$ cat src/rtl/ws_enc_pkg.sv
// ----------------------------------------------------------------------------
// ws_enc_pkg
// Shared types, register indexes and the channel scaling function of the
// LED bit slot encoder.
// ----------------------------------------------------------------------------
package ws_enc_pkg;

    localparam int CHANNEL_BITS    = 8;
    localparam int PIXEL_SLOTS     = 3 * CHANNEL_BITS;
    localparam int MAX_RESET_SLOTS = 64;
    localparam int SLOT_CNT_W      = 7;
    localparam int DUTY_W          = 8;
    localparam int CFG_IDX_W       = 2;
    localparam int CFG_DATA_W      = 8;

    localparam logic [DUTY_W-1:0]       ONE_DUTY_RST    = 8'd38;
    localparam logic [DUTY_W-1:0]       ZERO_DUTY_RST   = 8'd19;
    localparam logic [SLOT_CNT_W-1:0]   RESET_SLOTS_RST = 7'd50;
    localparam logic [CHANNEL_BITS-1:0] BRIGHTNESS_RST  = 8'd100;

    localparam logic [CFG_IDX_W-1:0] CFG_ONE_DUTY    = 2'd0;
    localparam logic [CFG_IDX_W-1:0] CFG_ZERO_DUTY   = 2'd1;
    localparam logic [CFG_IDX_W-1:0] CFG_RESET_SLOTS = 2'd2;
    localparam logic [CFG_IDX_W-1:0] CFG_BRIGHTNESS  = 2'd3;

    localparam logic OP_PIXEL = 1'b0;
    localparam logic OP_LATCH = 1'b1;

    typedef struct packed {
        logic                    operation;
        logic [CHANNEL_BITS-1:0] red;
        logic [CHANNEL_BITS-1:0] green;
        logic [CHANNEL_BITS-1:0] blue;
    } t_pixel_in;

    typedef struct packed {
        logic [DUTY_W-1:0] duty;
        logic              last_slot;
    } t_slot_out;

    // Floor of value * scale / 255, using the exact 16-bit reciprocal form.
    function automatic logic [CHANNEL_BITS-1:0] scale_channel(
        input logic [CHANNEL_BITS-1:0] value,
        input logic [CHANNEL_BITS-1:0] scale
    );
        logic [2*CHANNEL_BITS-1:0] prod;
        logic [2*CHANNEL_BITS:0]   sum;
        prod = value * scale;
        sum  = {1'b0, prod} + {{(CHANNEL_BITS+1){1'b0}}, prod[2*CHANNEL_BITS-1:CHANNEL_BITS]}
             + {{(2*CHANNEL_BITS){1'b0}}, 1'b1};
        return sum[2*CHANNEL_BITS-1:CHANNEL_BITS];
    endfunction

endpackage

$ cat src/rtl/ws2812_bit_slot_encoder.sv
// ----------------------------------------------------------------------------
// ws2812_bit_slot_encoder
// Turns pixel and latch words into a stream of per-bit PWM duty words.
// ----------------------------------------------------------------------------
//  Channel  | Ports                                   | Word
//  ---------+-----------------------------------------+-------------------
//  input    | i_in_valid, o_in_ready, i_in_data       | pixel or latch
//  output   | o_out_valid, i_out_ready, o_out_data    | one duty slot
//  config   | i_cfg_wr_en, i_cfg_index, i_cfg_data    | register write
//
// One slot leaves per cycle: a pixel gives 24 slots and a latch its reset
// length, 1 to 64 slots, from r_reset_slots. A queued word loads as the last
// slot of the previous one goes out, so runs follow with no gap. The first
// slot passes the input register and the emitter before the output register.
// Reset is synchronous and restores the register defaults. A stalled output
// holds the emitter and, once the input register is full, the input.
// ----------------------------------------------------------------------------
module ws2812_bit_slot_encoder (
    input  logic                                i_clk,
    input  logic                                i_rst_n,
    input  logic                                i_in_valid,
    output logic                                o_in_ready,
    input  ws_enc_pkg::t_pixel_in               i_in_data,
    output logic                                o_out_valid,
    input  logic                                i_out_ready,
    output ws_enc_pkg::t_slot_out               o_out_data,
    input  logic                                i_cfg_wr_en,
    input  logic [ws_enc_pkg::CFG_IDX_W-1:0]    i_cfg_index,
    input  logic [ws_enc_pkg::CFG_DATA_W-1:0]   i_cfg_data
);
    import ws_enc_pkg::*;

    logic [DUTY_W-1:0]       r_one_duty;
    logic [DUTY_W-1:0]       r_zero_duty;
    logic [SLOT_CNT_W-1:0]   r_reset_slots;
    logic [CHANNEL_BITS-1:0] r_brightness;

    logic                    r_in_valid;
    t_pixel_in               r_in;

    logic [PIXEL_SLOTS-1:0]  r_shift, n_shift;
    logic [SLOT_CNT_W-1:0]   r_left, n_left;
    logic                    r_run, n_run;

    logic                    r_out_valid, n_out_valid;
    t_slot_out               r_out, n_out;

    logic                    out_free;
    logic                    emit;
    logic                    load;
    logic [SLOT_CNT_W-1:0]   latch_len;
    logic [CHANNEL_BITS-1:0] red_s, green_s, blue_s;

    always_ff @(posedge i_clk) begin
        if (!i_rst_n) begin
            r_one_duty    <= ONE_DUTY_RST;
            r_zero_duty   <= ZERO_DUTY_RST;
            r_reset_slots <= RESET_SLOTS_RST;
            r_brightness  <= BRIGHTNESS_RST;
        end else if (i_cfg_wr_en) begin
            unique case (i_cfg_index)
                CFG_ONE_DUTY:    r_one_duty    <= i_cfg_data[DUTY_W-1:0];
                CFG_ZERO_DUTY:   r_zero_duty   <= i_cfg_data[DUTY_W-1:0];
                CFG_RESET_SLOTS: r_reset_slots <= i_cfg_data[SLOT_CNT_W-1:0];
                CFG_BRIGHTNESS:  r_brightness  <= i_cfg_data[CHANNEL_BITS-1:0];
                default: ;
            endcase
        end
    end

    assign out_free   = !r_out_valid || i_out_ready;
    assign emit       = (r_left != '0) && out_free;
    assign load       = r_in_valid && ((r_left == '0) ||
                        ((r_left == SLOT_CNT_W'(1)) && out_free));
    assign o_in_ready = !r_in_valid || load;

    assign red_s   = scale_channel(r_in.red, r_brightness);
    assign green_s = scale_channel(r_in.green, r_brightness);
    assign blue_s  = scale_channel(r_in.blue, r_brightness);

    always_comb begin
        if (r_reset_slots == '0) begin
            latch_len = SLOT_CNT_W'(1);
        end else if (r_reset_slots > SLOT_CNT_W'(MAX_RESET_SLOTS)) begin
            latch_len = SLOT_CNT_W'(MAX_RESET_SLOTS);
        end else begin
            latch_len = r_reset_slots;
        end
    end

    always_comb begin
        n_shift     = r_shift;
        n_left      = r_left;
        n_run       = r_run;
        n_out_valid = r_out_valid && !i_out_ready;
        n_out       = r_out;
        if (emit) begin
            n_out_valid    = 1'b1;
            n_out.duty     = r_run ? '0 : (r_shift[PIXEL_SLOTS-1] ? r_one_duty : r_zero_duty);
            n_out.last_slot = (r_left == SLOT_CNT_W'(1));
            n_shift        = {r_shift[PIXEL_SLOTS-2:0], 1'b0};
            n_left         = r_left - SLOT_CNT_W'(1);
        end
        if (load) begin
            if (r_in.operation == OP_LATCH) begin
                n_shift = '0;
                n_left  = latch_len;
                n_run   = 1'b1;
            end else begin
                n_shift = {green_s, red_s, blue_s};
                n_left  = SLOT_CNT_W'(PIXEL_SLOTS);
                n_run   = 1'b0;
            end
        end
    end

    always_ff @(posedge i_clk) begin
        if (!i_rst_n) begin
            r_in_valid  <= 1'b0;
            r_left      <= '0;
            r_run       <= 1'b0;
            r_out_valid <= 1'b0;
        end else begin
            if (o_in_ready) begin
                r_in_valid <= i_in_valid;
            end
            r_left      <= n_left;
            r_run       <= n_run;
            r_out_valid <= n_out_valid;
        end
    end

    always_ff @(posedge i_clk) begin
        if (o_in_ready && i_in_valid) begin
            r_in <= i_in_data;
        end
        r_shift <= n_shift;
        r_out   <= n_out;
    end

    assign o_out_valid = r_out_valid;
    assign o_out_data  = r_out;

`ifndef ASSERT_OFF
    a_left_bounded: assert property (@(posedge i_clk) disable iff (!i_rst_n)
        r_left <= SLOT_CNT_W'(MAX_RESET_SLOTS))
        else $error("slot counter exceeds the longest run");

    a_load_when_free: assert property (@(posedge i_clk) disable iff (!i_rst_n)
        load |-> (r_left == '0 || r_left == SLOT_CNT_W'(1)))
        else $error("new word loaded over a run in progress");

    a_emit_shows: assert property (@(posedge i_clk) disable iff (!i_rst_n)
        emit |=> o_out_valid)
        else $error("emitted slot did not reach the output register");
`endif

endmodule
$ cat config.mk
export PLATFORM = sky130hd
export DESIGN_NAME = ws2812_bit_slot_encoder
export DESIGN_NICKNAME = d
export VERILOG_FILES = /design/src/rtl/ws_enc_pkg.sv /design/src/rtl/ws2812_bit_slot_encoder.sv
export SDC_FILE = /design/constraint.sdc
export NUM_CORES = 1
export LEC_CHECK = 0
export ABC_AREA = 1
export BUFFER_PORTS_ARGS = -buffer_cell sky130_fd_sc_hd__buf_2
export CAP_MARGIN = 10
export CELL_PAD_IN_SITES_DETAIL_PLACEMENT = 0
export CELL_PAD_IN_SITES_GLOBAL_PLACEMENT = 2
export CORE_MARGIN = 2
export CORE_UTILIZATION = 30
export CTS_CLUSTER_SIZE = 40
export DETAILED_ROUTE_END_ITERATION = 8
export PLACE_DENSITY = 0.75
export SYNTH_ARGS = -nofsm -noshare
export SYNTH_HDL_FRONTEND = slang
export SYNTH_SLANG_ARGS = --single-unit
$ cat constraint.sdc
create_clock -name i_clk -period 11 [get_ports i_clk]
set_input_delay 2.75 -clock i_clk [delete_from_list [all_inputs] [get_ports i_clk]]
set_output_delay 2.75 -clock i_clk [all_outputs]
set_load 0.02 [all_outputs]
==> metrics.txt <==
# TYPE chip_impl_metric gauge
chip_impl_metric{name="worst-slew-pin-transition",unit="ns"} 1.02
chip_impl_metric{name="crit_fanout",unit=""} 3
chip_impl_metric{name="chipHeight",unit="um"} 210
chip_impl_info{name="critical_path_class",value="in2out"} 1
chip_impl_info{name="rsz_0062_raised_after_global_routing",value="false"} 1
chip_impl_info{name="layout.cells.most_common_list",value="596 x sky130_fd_sc_hd__nand2_1, 468 x sky130_fd_sc_hd__inv_1, 138 x sky130_fd_sc_hd__nand3_1, 125 x sky130_fd_sc_hd__ha_1, 108 x sky130_fd_sc_hd__fa_1"} 1
chip_impl_metric{name="worst_ep_required_time",unit="ns"} 8.25
chip_impl_metric{name="layout_min_cycle_time",unit="ns"} 6.14
chip_impl_metric{name="clockBufferDepth",unit=""} 2
chip_impl_metric{name="port_buffers",unit=""} 50
chip_impl_metric{name="fmax",unit="GHz"} 0.163
chip_impl_metric{name="synth-adder-area-share",unit=""} 0.293
chip_impl_metric{name="route.vias.total",unit=""} 10907
chip_impl_metric{name="deepest_level_of_the_cts_h_tree",unit=""} 3
chip_impl_metric{name="post_synthesis_compound_gate_area_fraction",unit=""} 0.0456
chip_impl_info{name="hold-path-endpoint",value="r_one_duty[1]$_SDFFE_PN1P_"} 1
chip_impl_metric{name="final-hold-violation-count",unit=""} 0
chip_impl_metric{name="insertion_delay",unit="ns"} 0.38
chip_impl_metric{name="setup_tns",unit="ns"} 0
chip_impl_metric{name="placement_rows",unit=""} 75
chip_impl_metric{name="worst-endpoint-arrival",unit="ns"} 3.39
chip_impl_info{name="cp_top_delay_family",value="buffers and inverters"} 1
chip_impl_metric{name="synth.ff_latch_count",unit=""} 99
chip_impl_info{name="cell_at_the_root_of_the_clock_tree",value="sky130_fd_sc_hd__clkbuf_16"} 1
chip_impl_metric{name="fp.dieW",unit="um"} 210
chip_impl_metric{name="final.setup_skew",unit="ns"} 0.0119
chip_impl_metric{name="grt_antenna_before_repair",unit=""} 0
chip_impl_metric{name="post-place-ws",unit="ns"} 4.85
chip_impl_metric{name="nets",unit=""} 2168
chip_impl_metric{name="drt.antenna.violating_nets",unit=""} 0
chip_impl_metric{name="fillerInstances",unit=""} 4550
chip_impl_info{name="crit_chain",value="buf_2 > nor2_1 > inv_1 > nand2_1 > nand3_1 > buf_2"} 1
chip_impl_metric{name="firstDrtPassIters",unit=""} 5
chip_impl_metric{name="postSynthAreaPerCell",unit="um2"} 6.77
chip_impl_metric{name="tritoncts_num_sinks",unit=""} 99
chip_impl_info{name="crit_slowest_cell",value="sky130_fd_sc_hd__buf_2"} 1
chip_impl_metric{name="postCtsSetupRepairBufs",unit=""} 0
chip_impl_metric{name="grtUsageTotal",unit=""} 0.166
chip_impl_metric{name="synthDistinctLibCells",unit=""} 39
chip_impl_metric{name="timing.final.max_slew_violations",unit=""} 0
chip_impl_metric{name="async_reset_ff_frac",unit=""} 0
chip_impl_metric{name="drcViolationCount",unit=""} 0
chip_impl_metric{name="p_leak",unit="nW"} 8.44
chip_impl_info{name="crit-reg2reg-launch",value="r_brightness[7]$_SDFFE_PN0P_"} 1
chip_impl_metric{name="fp.dieArea",unit="um2"} 44100
chip_impl_metric{name="final.period_utilization",unit=""} 0.558
chip_impl_metric{name="irDropWorstVdd",unit="mV"} 0.144
chip_impl_metric{name="fp.coreArea",unit="um2"} 41900
chip_impl_metric{name="globalplace.congestion",unit=""} 0.846
chip_impl_metric{name="n_antenna_cell",unit=""} 0
chip_impl_metric{name="critical_path.max_stage_delay",unit="ns"} 0.18
chip_impl_metric{name="largest_net_degree_at_the_start_of_global_routing",unit=""} 37
chip_impl_metric{name="reg2reg_setup_slack",unit="ns"} 4.95
chip_impl_info{name="cts_tree",value="yes"} 1
chip_impl_info{name="yosys_most_used_dff",value="sky130_fd_sc_hd__edfxtp_1"} 1
chip_impl_metric{name="io-pin-count",unit=""} 51
chip_impl_metric{name="worst-r2r-cell-count",unit=""} 24
chip_impl_metric{name="gr-total-overflow",unit=""} 0
chip_impl_metric{name="postCtsResizedCells",unit=""} 0
chip_impl_metric{name="power_per_cell_area",unit="nW/um2"} 300
chip_impl_metric{name="clk_pin_slew_worst_paths",unit="ns"} 0.08
chip_impl_metric{name="synthesis.nets",unit=""} 2153
chip_impl_metric{name="synth_enable_flop_cells",unit=""} 58
chip_impl_info{name="run_status",value="completed"} 1
chip_impl_info{name="yosys.area.top_type",value="sky130_fd_sc_hd__nand2_1"} 1
chip_impl_metric{name="cp_num_buf_inv",unit=""} 3
chip_impl_metric{name="cts-buffers-inserted",unit=""} 9
chip_impl_metric{name="wl_per_cell",unit="um"} 14.1
chip_impl_metric{name="drive_gt1_frac",unit=""} 0.0526
chip_impl_info{name="reg2reg_to",value="r_shift[11]$_DFFE_PP_"} 1
chip_impl_metric{name="synthMuxAreaShare",unit=""} 0
chip_impl_metric{name="gate_count_post_synth",unit=""} 1880
chip_impl_metric{name="simple_logic_cell_fraction_of_the_synthesized_area",unit=""} 0.285
chip_impl_metric{name="whs_path_depth",unit=""} 2
chip_impl_info{name="synth_area_leaders",value="sky130_fd_sc_hd__nand2_1 18%, sky130_fd_sc_hd__fa_1 17%, sky130_fd_sc_hd__inv_1 14%"} 1
chip_impl_metric{name="totalWireLength",unit="mm"} 34.3
chip_impl_info{name="worst_setup_path_end_kind",value="primary output"} 1
chip_impl_metric{name="drt-vias-per-instance",unit=""} 4.47
chip_impl_metric{name="yosysSeqAreaShare",unit=""} 0.201
chip_impl_metric{name="ys_warn_count",unit=""} 0
chip_impl_metric{name="synthToLayoutAreaGrowth",unit="%"} 8.66
chip_impl_info{name="classification_of_the_worst_slack_hold_path",value="reg2reg"} 1
chip_impl_info{name="synth_top_family_by_area",value="adder cells"} 1
chip_impl_metric{name="netlist.area_leader.share",unit=""} 0.176
chip_impl_metric{name="setup_viol",unit=""} 0
chip_impl_metric{name="post_synth_instance_area",unit="um2"} 12700
chip_impl_metric{name="drt_iter0_drc",unit=""} 559
chip_impl_metric{name="drv.max_cap_violation_count",unit=""} 0
chip_impl_metric{name="dp.final_hpwl",unit="mm"} 27.4
chip_impl_metric{name="max_slew_margin",unit=""} 0.312
chip_impl_metric{name="setup_slack",unit="ns"} 4.86
chip_impl_info{name="hold_start",value="r_one_duty[1]$_SDFFE_PN1P_"} 1
chip_impl_metric{name="synth-xor-area-share",unit=""} 0.0156
chip_impl_metric{name="post_cts_hold_buffer_count",unit=""} 0
chip_impl_metric{name="vias_in_the_first_global_route",unit=""} 11406
chip_impl_info{name="cp_common_cell",value="sky130_fd_sc_hd__buf_2"} 1
chip_impl_info{name="start_kind",value="input port"} 1
chip_impl_metric{name="start_util",unit=""} 0.303
chip_impl_metric{name="grt_pass1_wl",unit="mm"} 57.7
chip_impl_info{name="mostFrequentLayoutCell",value="sky130_fd_sc_hd__nand2_1"} 1
-- report_power, final --
part	leakage, nW	switching (W)	internal [W]
clock network	0.150	0.000165	0.000173
logic	7.37	0.00215	0.00104
registers	0.917	0.0000796	0.000531
-- worst max path at each step --
stage,start,to,cells after the start
after floorplan,i_out_ready,o_in_ready,4
after global placement,i_out_ready,o_in_ready,6
after detailed placement,i_out_ready,o_in_ready,6
after CTS,i_out_ready,o_in_ready,6
after global routing,r_brightness[7]$_SDFFE_PN0P_,r_shift[14]$_DFFE_PP_,29
final,i_out_ready,o_in_ready,6
-- stage by stage --
step	hold slack (ns)	cell area (um2)	utilization	total power (W)	instances
after floorplan	0.429	12700	-	0.00299	1880
after global placement	0.442	13500	0.322	0.00385	2422
after detailed placement	0.447	13500	0.322	0.00383	2422
after CTS	0.468	13800	0.329	0.00420	2438
after global routing	0.495	13800	0.330	0.00470	2439
final	0.464	13800	0.330	0.00414	2439
-- sequential cells by signal, indices dropped and copies added (netlist names) --
| register | cells |
|---|---|
| r_in | 25 |
| o_out_valid | 1 |
| r_reset_slots | 7 |
| r_zero_duty | 8 |
| r_one_duty | 8 |
| r_in_valid | 1 |
| o_out_data | 9 |
| r_shift | 24 |
| r_left | 7 |
| r_brightness | 8 |
| r_run | 1 |
-- cell type report --
cell class | count | area (um2) | area share
clock buffers | 10 | 250 | 0.0181
repair buffers | 63 | 352 | 0.0254
inverters | 475 | 1780 | 0.129
multi-input cells | 1247 | 8140 | 0.589
well taps | 539 | 674 | 0.0488
flip-flops and latches | 99 | 2560 | 0.185
clock inverters | 6 | 61.3 | 0.00444
-- logic make-up after synthesis --
logic type | Yosys count
AOI/OAI and AO/OA | 106
DFF | 99
xor gates and xnor gates | 21
and+or+nand+nor | 887
buffers and inverters | 534
adders and majority gates | 233
-- synth_stat cells, types with 9 or more instances --
cell type                    n
sky130_fd_sc_hd__nand2_1   596
sky130_fd_sc_hd__xnor2_1    10
sky130_fd_sc_hd__fa_1      108
sky130_fd_sc_hd__clkbuf_2   12
sky130_fd_sc_hd__a21oi_1    52
sky130_fd_sc_hd__ha_1      125
sky130_fd_sc_hd__o21ai_0    32
sky130_fd_sc_hd__nor2_1    102
sky130_fd_sc_hd__inv_1     468
sky130_fd_sc_hd__edfxtp_1   58
sky130_fd_sc_hd__nand3_1   138
sky130_fd_sc_hd__clkbuf_1   44
sky130_fd_sc_hd__dfxtp_1    41
sky130_fd_sc_hd__nor3_1     12
sky130_fd_sc_hd__nand4_1    20
sky130_fd_sc_hd__xor2_1      9
-- tightest hold or removal path, stage by stage (launching register included) --
cell and delay [ns]:
sky130_fd_sc_hd__dfxtp_1 0.33, sky130_fd_sc_hd__nand2_1 0.05, sky130_fd_sc_hd__nand3_1 0.05
-- metal layers --
metal | part of all wire | up-vias | GRT usage
li1 | - | 5661 | -
met1 | 0.45 | 5080 | 0.202
met2 | 0.50 | 126 | 0.307
met3 | 0.023 | 40 | 0.0183
met4 | 0.019 | 0 | 0.0492
met5 | 0 | - | 0
Note: power is estimated with default switching activity, not from simulation.
